$ cat config.mk
export PLATFORM = sky130hd
export DESIGN_NAME = scheme_token_lexer_unit
export DESIGN_NICKNAME = d
export VERILOG_FILES = /design/src/hw/rtl/stlex_pkg.sv /design/src/hw/rtl/stlex_front.sv /design/src/hw/rtl/stlex_queue.sv /design/src/hw/rtl/stlex_emit.sv /design/src/hw/rtl/scheme_token_lexer_unit.sv
export SDC_FILE = /design/constraint.sdc
export NUM_CORES = 1
export LEC_CHECK = 0
export BUFFER_PORTS_ARGS = -buffer_cell sky130_fd_sc_hd__buf_4
export CORE_ASPECT_RATIO = 1.75
export CORE_UTILIZATION = 50
export CTS_BUF_LIST = sky130_fd_sc_hd__clkbuf_8
export CTS_CLUSTER_SIZE = 20
export DETAILED_ROUTE_END_ITERATION = 16
export HOLD_SLACK_MARGIN = 0.12
export PLACE_DENSITY = 0.71
export SLEW_MARGIN = 20
export SYNTH_ARGS = -nofsm -noshare
export SYNTH_HDL_FRONTEND = slang
export SYNTH_SLANG_ARGS = --single-unit
export TNS_END_PERCENT = 100
$ cat constraint.sdc
create_clock -name clk -period 10.6 [get_ports clk]
set_input_delay 3.18 -clock clk [delete_from_list [all_inputs] [get_ports clk]]
set_output_delay 3.18 -clock clk [all_outputs]
set_load 0.02 [all_outputs]
$ cat src/hw/rtl/stlex_pkg.sv
// Shared types, codes and byte-class functions for the token lexer.
// No dependencies; every other file imports this package.
package stlex_pkg;

    localparam int MAX_TEXT_DEF   = 65535;
    localparam int MAX_TOKENS_DEF = 4096;
    localparam int QUEUE_DEPTH    = 4;
    localparam int SLOTS          = 3;

    typedef enum logic [1:0] {
        MODE_IDLE   = 2'd0,
        MODE_DIGITS = 2'd1,
        MODE_IDENT  = 2'd2,
        MODE_ERROR  = 2'd3
    } lex_mode_t;

    typedef enum logic [2:0] {
        KIND_OPEN   = 3'd0,
        KIND_CLOSE  = 3'd1,
        KIND_NUMBER = 3'd2,
        KIND_IDENT  = 3'd3,
        KIND_END    = 3'd4,
        KIND_ERROR  = 3'd5
    } lex_kind_t;

    typedef struct packed {
        logic [7:0] ch;
        logic       text_end;
    } lex_in_t;

    typedef struct packed {
        logic [2:0]  token_kind;
        logic [15:0] start_pos;
        logic [15:0] token_len;
        logic [12:0] token_total;
        logic        final_res;
    } lex_out_t;

    // results caused by one input item, slot 0 first
    typedef struct packed {
        lex_out_t [SLOTS-1:0] slot;
        logic [1:0]           last_idx;
    } lex_bundle_t;

    function automatic logic is_digit(input logic [7:0] c);
        return (c >= "0") && (c <= "9");
    endfunction

    function automatic logic is_ident_start(input logic [7:0] c);
        logic sym;
        case (c)
            "!", "$", "%", "&", "*", "/", ":", "<", "=", ">",
            "?", "@", "^", "~", "_": sym = 1'b1;
            default:                 sym = 1'b0;
        endcase
        return sym || ((c >= "A") && (c <= "Z")) || ((c >= "a") && (c <= "z"));
    endfunction

    function automatic logic is_ident_more(input logic [7:0] c);
        return is_ident_start(c) || is_digit(c) || (c == "+") || (c == "-") || (c == ".");
    endfunction

endpackage

$ cat src/hw/rtl/stlex_front.sv
// Front end: classifies each byte, keeps lexer mode and position, and
// builds the bundle of results it causes. Depends on stlex_pkg.
module stlex_front #(
    parameter int MAX_TEXT   = stlex_pkg::MAX_TEXT_DEF,
    parameter int MAX_TOKENS = stlex_pkg::MAX_TOKENS_DEF
) (
    input  logic                  clk,
    input  logic                  rst_n,
    input  logic                  byte_valid,
    input  stlex_pkg::lex_in_t    byte_item,
    input  logic                  q_full,
    output logic                  push,
    output stlex_pkg::lex_bundle_t bundle
);
    import stlex_pkg::*;

    localparam logic [15:0] TEXT_LIM  = 16'(MAX_TEXT);
    localparam logic [12:0] COUNT_CAP = 13'((MAX_TOKENS > 8191) ? 8191 : MAX_TOKENS);

    lex_mode_t   mode_reg, mode_next, mid_mode;
    logic [15:0] pos_reg, pos_next, mid_pos;
    logic [15:0] start_reg, start_next, mid_start;
    logic [12:0] count_reg, count_next;

    logic        fire, is_zero, at_limit, cont, live, pending;
    logic        flush_a, flush_b, own_emit, end_now;
    lex_kind_t   own_kind;
    logic [15:0] own_len;
    logic [1:0]  n;
    logic [12:0] cnt;

    assign fire = byte_valid && !q_full;

    function automatic logic [12:0] sat_inc(input logic [12:0] v);
        return (v < COUNT_CAP) ? v + 13'd1 : v;
    endfunction

    // next state
    always_comb
    begin
        is_zero   = (byte_item.ch == 8'd0);
        at_limit  = (pos_reg >= TEXT_LIM);
        cont      = !at_limit &&
                    (((mode_reg == MODE_DIGITS) && is_digit(byte_item.ch)) ||
                     ((mode_reg == MODE_IDENT) && is_ident_more(byte_item.ch)));
        live      = !is_zero && (mode_reg != MODE_ERROR);
        pending   = (mode_reg == MODE_DIGITS) || (mode_reg == MODE_IDENT);
        flush_a   = pending && (is_zero || !cont);
        own_emit  = 1'b0;
        own_kind  = KIND_ERROR;
        own_len   = 16'd0;
        mid_mode  = mode_reg;
        mid_start = start_reg;
        if (is_zero)
        begin
            mid_mode = MODE_IDLE;
        end
        else if (live && !cont)
        begin
            mid_mode = MODE_IDLE;
            if (at_limit)
            begin
                own_emit = 1'b1;
                mid_mode = MODE_ERROR;
            end
            else if ((byte_item.ch == " ") || (byte_item.ch == "\n"))
            begin
                own_emit = 1'b0;
            end
            else if ((byte_item.ch == "(") || (byte_item.ch == "["))
            begin
                own_emit = 1'b1;
                own_kind = KIND_OPEN;
                own_len  = 16'd1;
            end
            else if ((byte_item.ch == ")") || (byte_item.ch == "]"))
            begin
                own_emit = 1'b1;
                own_kind = KIND_CLOSE;
                own_len  = 16'd1;
            end
            else if (is_digit(byte_item.ch))
            begin
                mid_mode  = MODE_DIGITS;
                mid_start = pos_reg;
            end
            else if (is_ident_start(byte_item.ch))
            begin
                mid_mode  = MODE_IDENT;
                mid_start = pos_reg;
            end
            else if ((byte_item.ch == "+") || (byte_item.ch == "-"))
            begin
                own_emit = 1'b1;
                own_kind = KIND_IDENT;
                own_len  = 16'd1;
            end
            else
            begin
                own_emit = 1'b1;
                mid_mode = MODE_ERROR;
            end
        end
        mid_pos    = (live && (mid_mode != MODE_ERROR)) ? pos_reg + 16'd1 : pos_reg;
        end_now    = is_zero || byte_item.text_end;
        flush_b    = end_now && ((mid_mode == MODE_DIGITS) || (mid_mode == MODE_IDENT));
        mode_next  = end_now ? MODE_IDLE : mid_mode;
        pos_next   = end_now ? 16'd0 : mid_pos;
        start_next = end_now ? 16'd0 : mid_start;
    end

    // results
    always_comb
    begin
        n          = 2'd0;
        cnt        = count_reg;
        bundle     = '0;
        if (flush_a)
        begin
            cnt = sat_inc(cnt);
            bundle.slot[n] = '{(mode_reg == MODE_DIGITS) ? KIND_NUMBER : KIND_IDENT,
                               start_reg, pos_reg - start_reg, cnt, 1'b0};
            n = n + 2'd1;
        end
        if (own_emit)
        begin
            if (own_kind != KIND_ERROR)
                cnt = sat_inc(cnt);
            bundle.slot[n] = '{own_kind, pos_reg, own_len, cnt, 1'b0};
            n = n + 2'd1;
        end
        if (flush_b)
        begin
            cnt = sat_inc(cnt);
            bundle.slot[n] = '{(mid_mode == MODE_DIGITS) ? KIND_NUMBER : KIND_IDENT,
                               mid_start, mid_pos - mid_start, cnt, 1'b0};
            n = n + 2'd1;
        end
        if (end_now)
        begin
            bundle.slot[n] = '{KIND_END, mid_pos, 16'd0, cnt, 1'b1};
            n = n + 2'd1;
        end
        bundle.last_idx = n - 2'd1;
        push            = fire && (n != 2'd0);
        count_next      = end_now ? 13'd0 : cnt;
    end

    always_ff @(posedge clk or negedge rst_n)
    begin
        if (!rst_n)
        begin
            mode_reg  <= MODE_IDLE;
            pos_reg   <= 16'd0;
            start_reg <= 16'd0;
            count_reg <= 13'd0;
        end
        else if (fire)
        begin
            mode_reg  <= mode_next;
            pos_reg   <= pos_next;
            start_reg <= start_next;
            count_reg <= count_next;
        end
    end

endmodule

$ cat src/hw/rtl/stlex_queue.sv
// Short queue of result bundles between front and back ends.
// Depends on stlex_pkg.
module stlex_queue (
    input  logic                   clk,
    input  logic                   rst_n,
    input  logic                   push,
    input  stlex_pkg::lex_bundle_t wr_data,
    input  logic                   pop,
    output logic                   full,
    output logic                   nonempty,
    output stlex_pkg::lex_bundle_t rd_data
);
    import stlex_pkg::*;

    localparam int PW = $clog2(QUEUE_DEPTH);

    lex_bundle_t   mem_reg [QUEUE_DEPTH];
    logic [PW-1:0] wr_ptr_reg, rd_ptr_reg;
    logic [PW:0]   count_reg, count_next;
    logic          do_push, do_pop;

    assign full     = (count_reg == (PW+1)'(QUEUE_DEPTH));
    assign nonempty = (count_reg != '0);
    assign do_push  = push && !full;
    assign do_pop   = pop && nonempty;
    assign rd_data  = mem_reg[rd_ptr_reg];

    always_comb
    begin
        count_next = count_reg;
        if (do_push && !do_pop)
            count_next = count_reg + 1'b1;
        else if (do_pop && !do_push)
            count_next = count_reg - 1'b1;
    end

    always_ff @(posedge clk)
    begin
        if (do_push)
            mem_reg[wr_ptr_reg] <= wr_data;
    end

    always_ff @(posedge clk or negedge rst_n)
    begin
        if (!rst_n)
        begin
            wr_ptr_reg <= '0;
            rd_ptr_reg <= '0;
            count_reg  <= '0;
        end
        else
        begin
            if (do_push)
                wr_ptr_reg <= wr_ptr_reg + 1'b1;
            if (do_pop)
                rd_ptr_reg <= rd_ptr_reg + 1'b1;
            count_reg <= count_next;
        end
    end

endmodule

$ cat src/hw/rtl/stlex_emit.sv
// Back end: holds one bundle and sends its results one item per cycle while tok_stall is low.
// Depends on stlex_pkg.
module stlex_emit (
    input  logic                   clk,
    input  logic                   rst_n,
    input  logic                   q_nonempty,
    input  stlex_pkg::lex_bundle_t q_data,
    output logic                   pop,
    output logic                   tok_valid,
    input  logic                   tok_stall,
    output stlex_pkg::lex_out_t    tok_item
);
    import stlex_pkg::*;

    lex_bundle_t cur_reg;
    logic [1:0]  idx_reg;
    logic        valid_reg;
    logic        take, done;

    assign tok_valid = valid_reg;
    assign tok_item  = cur_reg.slot[idx_reg];
    assign take      = valid_reg && !tok_stall;
    assign done      = take && (idx_reg == cur_reg.last_idx);
    assign pop       = q_nonempty && (!valid_reg || done);

    always_ff @(posedge clk)
    begin
        if (pop)
            cur_reg <= q_data;
    end

    always_ff @(posedge clk or negedge rst_n)
    begin
        if (!rst_n)
        begin
            valid_reg <= 1'b0;
            idx_reg   <= 2'd0;
        end
        else if (pop)
        begin
            valid_reg <= 1'b1;
            idx_reg   <= 2'd0;
        end
        else if (done)
        begin
            valid_reg <= 1'b0;
        end
        else if (take)
        begin
            idx_reg <= idx_reg + 2'd1;
        end
    end

endmodule

$ cat src/hw/rtl/scheme_token_lexer_unit.sv
// Top level of the token lexer: front end, bundle queue and back end.
// Depends on stlex_pkg, stlex_front, stlex_queue and stlex_emit.
//
// Takes one byte of text per cycle while the queue has room and reports
// brackets, numbers, identifiers, errors and an end-of-text count. A byte is
// classified combinationally and causes zero to three results, which go into
// a four-entry queue as one bundle; the back end sends them one per cycle,
// while tok_stall is low, from its output register; a byte's results pass
// through the queue and then that register. Bytes are taken every cycle
// while the queue has room; the single output port sets the rate.
module scheme_token_lexer_unit #(
    parameter int MAX_TEXT   = stlex_pkg::MAX_TEXT_DEF,
    parameter int MAX_TOKENS = stlex_pkg::MAX_TOKENS_DEF
) (
    input  logic                clk,
    input  logic                rst_n,
    input  logic                byte_valid,
    output logic                byte_stall,
    input  stlex_pkg::lex_in_t  byte_item,
    output logic                tok_valid,
    input  logic                tok_stall,
    output stlex_pkg::lex_out_t tok_item
);
    import stlex_pkg::*;

    lex_bundle_t f_bundle, q_data;
    logic        push, pop, q_full, q_nonempty;

    assign byte_stall = q_full;

    stlex_front #(
        .MAX_TEXT   (MAX_TEXT),
        .MAX_TOKENS (MAX_TOKENS)
    ) u_front (
        .clk        (clk),
        .rst_n      (rst_n),
        .byte_valid (byte_valid),
        .byte_item  (byte_item),
        .q_full     (q_full),
        .push       (push),
        .bundle     (f_bundle)
    );

    stlex_queue u_queue (
        .clk      (clk),
        .rst_n    (rst_n),
        .push     (push),
        .wr_data  (f_bundle),
        .pop      (pop),
        .full     (q_full),
        .nonempty (q_nonempty),
        .rd_data  (q_data)
    );

    stlex_emit u_emit (
        .clk        (clk),
        .rst_n      (rst_n),
        .q_nonempty (q_nonempty),
        .q_data     (q_data),
        .pop        (pop),
        .tok_valid  (tok_valid),
        .tok_stall  (tok_stall),
        .tok_item   (tok_item)
    );

endmodule
==> out/metrics.csv, run 1 <==
stage;metric;value;unit
sta;setup_ws;1.481;ns
synthesis;synth-seq-area-share;66.40;%
clock_tree;postCtsSetupBuffers;0;
clock_tree;ctsHoldBuffers;0;
synthesis;yosys_warnings;0;
die;dieHeight;355.0;um
critical_path;critPathCaptureType;flop;
synthesis;synth_nets;2429;
sta;hold_slack;0.5042;ns
clock_tree;cts_root_buffer;clkbuf_8;
global_routing;track_usage;25.64;%
synthesis;synth-edff-count;740;
sta;period_needed;9.119;ns
synthesis;synth_area_leaders;edfxtp_1 62%, mux4_2 9.4%, dfrtp_1 4.0%;
layout;final_layout_size_suffix_gt1_share;17.81;%
synthesis;synthCells;2366;
synthesis;synth_flop_cell;edfxtp_1;
critical_path;crit_path_max_fanout;16;
detailed_routing;avgRoutedWirePerCell;26.28;um
sta;hold_viol_final;0;
detailed_routing;drtAntennaViolNets;0;
synthesis;yosys.area.top_type;edfxtp_1;
sta;worstMarginPinSlew;1.149;ns
die;core_area;70530;um^2
detailed_routing;drc_errors;0;
layout;largest_register_ffs;592;
power;power_density;313.7;nW/um^2
die;dieArea;72340;um^2
sta;tns;0;ns
global_routing;grt_max_degree;73;
place;pre_cts_ws;0.8525;ns
die;start_util;50.49;%
detailed_routing;drtPass1Iterations;7;
synthesis;async_reset_ff_share;7.152;%
critical_path;critPathLaunchType;input port;
sta;finClkSkew;0.05383;ns
job;drv_cap;0;
synthesis;yosysTopAreaCellShare;62.40;%
min_path;hold_class;flop to flop;
global_routing;grt_overflow;0;
power;vdd_ir_drop_max;0.0001687;V
synthesis;syn_area;35610;um^2
critical_path;crit_path_start;byte_item[2];
clock_tree;clockBufferDepth;3;
clock_tree;htreeDepth;3;
sta;max_slew_margin;22.82;%
die;die_x;203.7;um
place;gp_congestion;0.9234;
detailed_routing;via_per_inst;6.220;
sta;setup_violations;0;
clock_tree;clk-insertion-delay-late;0.81;ns
sta;rsz0062_at_grt;no;
global_routing;grt_pass1_wl;136.4;mm
place;portBuffers;63;
clock_tree;clkTransAtPathRegs;0.06;ns
detailed_routing;drt_wl_total;90.39;mm
layout;nFillCells;5469;
critical_path;reg2reg_from;u_front.pos_reg[4];
global_routing;antenna_found_initial;2;
run_status;status;completed;
critical_path;reg2regPathDepth;25;
layout;post-route-util;55.44;%
die;pin_count;64;
critical_path;required;11.16;ns
critical_path;reg2reg_slack;3.47;ns
synthesis;synth_seq_cells;797;
critical_path;reg2reg_to;u_queue.mem_reg[1][129];
detailed_routing;vias;21390;
synthesis;avgSynthCellArea;15.05;um^2
layout;nNetsFinal;2499;
power;power;12.27;mW
global_routing;first_global_vias;22100;
synthesis;ys_types;98;
detailed_routing;drt_iter0_markers;1835;
die;rows;129;
clock_tree;clock-sinks;797;
critical_path;criticalPathCategory;input port to flop;
power;leakage;13.37;nW
critical_path;critPathCapture;u_queue.mem_reg[1][129];
sta;post-route-period-util;86.03;%
place;hpwl;57.91;mm
sta;fmax;109.7;MHz
clock_tree;cts_tree;done;
critical_path;arrival;9.68;ns
clock_tree;cts.repair.resized;0;
sta;finalMaxSlewViolations;0;
layout;syn_to_final_growth;9.813;%
clock_tree;numCtsBuffers;105;
cell usage after synthesis, types with 9 or more instances:
cell	count
mux2i_1	71
buf_2	11
nand3_1	38
xor2_1	32
a22o_1	13
buf_1	29
a31oi_1	19
o21ai_0	152
nor4_1	12
mux4_2	148
and2_1	15
a21oi_1	87
ha_1	47
a211oi_1	22
dfrtp_1	57
o22ai_1	40
nand2b_1	16
a221oi_1	16
a21o_1	15
nor3_1	37
nor2_1	150
clkbuf_1	99
inv_1	65
xnor2_1	55
nand4_1	17
o211ai_1	13
edfxtp_1	740
or3_1	9
and3_1	13
nor2b_1	14
nand2_1	168
power by group:
group / total (mW) / leakage [nW] / switching, mW / internal [mW]
Clock: 2.17 / 1.13 / 1.14 / 1.03
Sequential: 5.23 / 7.68 / 0.341 / 4.89
Combinational: 4.87 / 4.56 / 3.20 / 1.67
area by class of cell:
class	instances	area (um^2)	share of cell area (%)
inverter	67	259.0	0.6623
tap	917	1147	2.934
clock inverter	75	372.9	0.9534
timing repair buffer	112	932.1	2.384
antenna	1	2.502	0.006399
sequential	797	23660	60.50
multi-input combinational	1353	11120	28.44
clock buffer	117	1610	4.118
critical path: stages:
cell and delay, ns:
buf_4 0.17, nand2b_1 0.17, a21oi_1 0.17, a31oi_1 0.09
o31ai_2 0.64, nor3_1 0.14, o21ai_0 0.43, o21ai_0 0.27
ha_1 0.26, nor2_1 0.21, nand2b_1 0.26, mux2i_1 0.44
inv_1 0.15, ha_1 0.29, nor2b_1 0.13, o21a_1 0.18
o21ai_0 0.19, nand2b_1 0.10, nor2_1 0.11, o31ai_1 0.12
maj3_2 0.38, o2111ai_1 0.20, nand4b_1 0.19, a31o_1 0.35
or4_1 0.41, and3_1 0.23, nor2_1 0.21
how the worst min path moves through the flow:
stage	start	end	slack, ns	depth (start not counted)
6_report	u_queue.count_reg[2]	u_queue.count_reg[2]	0.50	1
5_1_grt	u_queue.count_reg[2]	u_queue.count_reg[2]	0.53	1
4_1_cts	u_queue.count_reg[2]	u_queue.count_reg[2]	0.51	1
3_5_place_dp	u_queue.count_reg[2]	u_queue.count_reg[2]	0.50	1
3_3_place_gp	u_queue.count_reg[2]	u_queue.count_reg[2]	0.47	1
2_1_floorplan	u_queue.count_reg[2]	u_queue.count_reg[2]	0.46	1
kinds of logic (layout without fill, tap and decap cells):
group / count (synthesis) / in the layout / synth area share [%]
AND/OR/NAND/NOR: 524 / 524 / 7.041
AO/OA/AOI/OAI: 463 / 463 / 8.439
flip-flops: 797 / 797 / 66.40
XOR/XNOR: 90 / 90 / 2.277
other: 0 / 1 / 0
adder cells (fa/ha/maj): 52 / 52 / 1.880
buffers and inverters: 216 / 371 / 2.435
multiplexers: 224 / 224 / 11.52
metal layers:
| metal | track usage (%) | up-vias | share of wire (%) |
|---|---|---|---|
| met2 | 45.24 | 871 | 53 |
| met1 | 29.33 | 10890 | 36 |
| li1 | - | 9389 | - |
| met3 | 4.029 | 236 | 5.6 |
| met4 | 14.86 | 0 | 5.4 |
| met5 | 0 | - | 0 |
stage by stage:
stage          instances  instance area (um^2)
3_5_place_dp        3246                 37120
2_1_floorplan       2366                 35620
4_1_cts             3438                 39100
6_report            3439                 39110
3_3_place_gp        3246                 37120
5_1_grt             3439                 39110
cells in the final DEF, fill, tap and decap left out, drive strengths merged, types with 22 or more instances in the layout:
| cell type | count |
|---|---|
| mux4 | 148 |
| dfrtp | 57 |
| edfxtp | 740 |
| a21oi | 88 |
| clkinv | 38 |
| nand3 | 38 |
| buf | 112 |
| nand2 | 168 |
| xnor2 | 58 |
| a211oi | 22 |
| xor2 | 32 |
| o21ai | 158 |
| clkbuf | 117 |
| mux2i | 71 |
| ha | 47 |
| o22ai | 40 |
| nor2 | 150 |
| inv | 103 |
| nor3 | 41 |
No activity file was read; power rests on OpenSTA's default activity.
==> run 2, diff against run 1 <==
- ABC_AREA: not set -> 1
- PLACE_DENSITY: 0.71 -> 0.64
==> out/metrics.csv, run 2 <==
stage;metric;value;unit;change
clock_tree;clk-insertion-delay-late;0.80;ns;about the same
critical_path;critical_path.top_delay_family;simple AND/OR/NAND/NOR gates;;
clock_tree;numCtsBuffers;108;;+2.9%
clock_tree;clockBufferDepth;3;;unchanged
sta;tns;0;ns;unchanged
global_routing;grt_pass1_wl;156.5;mm;+15%
global_routing;first_global_vias;25700;;+16%
die;start_util;50.53;%;about the same
place;dpl.cell_count;4183;;+29%
synthesis;synthAdderAreaFrac;1.788;%;-0.091 points
sta;post-route-period-util;78.27;%;-7.8 points
sta;fmax;120.5;MHz;+9.9%
sta;worstMarginPinSlew;1.272;ns;+0.1231 ns
synthesis;synthCells;3335;;+41%
place;hpwl;65.91;mm;+14%
clock_tree;ctsHoldBuffers;0;;unchanged
die;core_area;71730;um^2;+1.7%
sta;period_needed;8.297;ns;-0.8221 ns
run_status;status;completed;;
die;dieArea;73610;um^2;+1.8%
synthesis;async_reset_ff_share;7.152;%;unchanged
place;gp_congestion;0.9546;;+3.4%
layout;largest_register_ffs;592;;unchanged
synthesis;yosys_warnings;0;;unchanged
global_routing;grt_overflow;0;;unchanged
critical_path;cp_slowest_cell;o21ai_0;;
synthesis;ys_types;58;;-41%
global_routing;track_usage;28.55;%;+2.9 points
critical_path;arrival;8.90;ns;-0.78 ns
synthesis;synth_nets;3398;;+40%
synthesis;synth.area.mux_share;0.03107;%;-11 points
critical_path;required;11.20;ns;+0.04 ns
sta;hold_viol_final;0;;unchanged
clock_tree;cts.repair.resized;0;;unchanged
synthesis;synth-edff-count;740;;unchanged
place;portBuffers;63;;unchanged
power;power_density;342.3;nW/um^2;+9.1%
critical_path;criticalPathCategory;input port to flop;;
sta;setup_violations;0;;unchanged
detailed_routing;drc_errors;0;;unchanged
detailed_routing;drtPass1Iterations;6;;-1
synthesis;yosysTopAreaCellShare;61.31;%;-1.1 points
clock_tree;clock-sinks;797;;unchanged
die;rows;130;;+0.78%
power;leakage;14.37;nW;+7.5%
detailed_routing;avgRoutedWirePerCell;23.80;um;-9.4%
sta;finClkSkew;0.04284;ns;-0.01098 ns
synthesis;synth_compound_area_share;13.86;%;+5.4 points
detailed_routing;drtAntennaViolNets;0;;unchanged
synthesis;synth_area_leaders;edfxtp_1 61%, o21ai_0 6.8%, nor2_1 5.1%;;
layout;final_layout_size_suffix_gt1_share;10.26;%;-7.6 points
die;pin_count;64;;unchanged
clock_tree;htreeDepth;3;;unchanged
layout;final_cell_mix;740 x edfxtp_1, 495 x o21ai_0, 484 x nor2_1, 354 x nand2_1, 242 x inv_1;;
sta;finalMaxSlewViolations;0;;unchanged
clock_tree;cts_root_buffer;clkbuf_8;;
global_routing;grt_max_degree;182;;+150%
critical_path;path_buf_inv;5;;+3
synthesis;yosys-top-cells-count;740 x edfxtp_1, 495 x o21ai_0, 493 x nor2_1, 354 x nand2_1, 230 x o22ai_1;;
critical_path;critPathCaptureType;flop;;
die;dieHeight;358.2;um;+0.88%
synthesis;yosys.area_share.simple;13.52;%;+6.5 points
critical_path;cp_common_cell;nand2_1;;
critical_path;critPathLaunchType;input port;;
detailed_routing;vias;26360;;+23%
layout;syn_to_final_growth;9.200;%;
synthesis;avgSynthCellArea;10.87;um^2;-28%
layout;nNetsFinal;3432;;+37%
critical_path;slowest_delay;0.54;ns;-0.10 ns
synthesis;synth_top_family_by_area;compound AO/OA/AOI/OAI gates;;
synthesis;synth_flop_cell;edfxtp_1;;
clock_tree;clkTransAtPathRegs;0.07;ns;about the same
clock_tree;cts_tree;done;;
synthesis;synth-xor-area-share;1.101;%;-1.2 points
die;die_x;205.5;um;+0.87%
place;pre_cts_ws;1.483;ns;+0.6305 ns
sta;max_slew_margin;15.17;%;-7.7 points
power;vdd_ir_drop_max;0.0002690;V;+59%
layout;mostFrequentLayoutCell;edfxtp_1;;
global_routing;antenna_found_initial;2;;unchanged
sta;setup_ws;2.303;ns;+0.8221 ns
synthesis;synth-seq-area-share;65.25;%;-1.2 points
synthesis;synth_seq_cells;797;;unchanged
critical_path;crit_path_max_fanout;18;;+2
detailed_routing;drt_wl_total;104.4;mm;+15%
layout;final_cells;4386;;+28%
detailed_routing;drt_iter0_markers;2149;;+17%
clock_tree;postCtsSetupBuffers;0;;unchanged
min_path;hold_class;flop to flop;;
sta;rsz0062_at_grt;no;;
detailed_routing;via_per_inst;6.011;;-3.4%
synthesis;yosys.area.top_type;edfxtp_1;;
critical_path;reg2reg_slack;3.98;ns;+0.51 ns
job;drv_cap;0;;unchanged
synthesis;syn_area;36240;um^2;+1.8%
synthesis;yosysMostFrequentCell;edfxtp_1;;
run 2: cells by family (layout without fill, tap and decap cells):
group | Yosys count | after routing
AO/OA/AOI/OAI | 901 | 901
buffers and inverters | 420 | 546
other | 0 | 1
multiplexers | 1 | 1
AND/OR/NAND/NOR | 1123 | 1123
adder cells (fa/ha/maj) | 50 | 50
XOR/XNOR | 43 | 43
flip-flops | 797 | 797
run 2: path summary, 6_finish.rpt:
kind,cells past startpoint,to,start
min reg2reg,2,u_emit.tok_valid,u_queue.count_reg[2]
min in group asynchronous,1,u_front.count_reg[7],rst_n
min,2,u_emit.tok_valid,u_queue.count_reg[2]
max in group asynchronous,1,u_queue.rd_ptr_reg[1],rst_n
max reg2reg,26,u_queue.mem_reg[2][31],u_front.pos_reg[1]
max,29,u_queue.mem_reg[2][31],byte_item[8]
run 2: layer usage:
layer	routed length, um	global-route usage, %	vias to the layer above
met5	0	0	-
met4	4485	13.24	0
met3	6845	4.480	231
met2	51530	47.84	1078
met1	41520	36.25	12990
li1	-	-	12060
run 2: metrics by stage:
stage / cell area, um^2 / hold slack (ns) / power (mW) / utilization [%]
floorplan: 36260 / 0.4643 / 9.110 / -
global placement: 37630 / 0.5082 / 11.26 / 52.46
detailed placement: 37630 / 0.5258 / 11.42 / 52.46
CTS: 39580 / 0.5415 / 13.57 / 55.17
global route: 39580 / 0.5654 / 14.30 / 55.18
finish: 39580 / 0.5340 / 13.55 / 55.18
run 2: final cells by class:
cell class / instances / area [um^2]
fill: 6056 / 32150
antenna: 1 / 2.502
inverter: 241 / 918.4
multi-input combinational: 2118 / 11050
sequential: 797 / 23660
tap: 924 / 1156
clock inverter: 92 / 434.2
clock buffer: 110 / 1514
timing repair buffer: 103 / 848.3
run 2: where the power goes:
| group | switching (mW) | leakage (nW) | internal (mW) | total [mW] |
|---|---|---|---|---|
| logic | 4.47 | 5.64 | 1.53 | 6.00 |
| registers | 0.358 | 7.64 | 5.05 | 5.41 |
| clock network | 1.16 | 1.09 | 0.980 | 2.14 |
| total | 5.98 | 14.4 | 7.57 | 13.5 |
run 2: worst min-delay path, delay by kind of cell (launching register included):
family / cells / cell delay (ns)
and+or+nand+nor: 2 / 0.15
DFF: 1 / 0.35
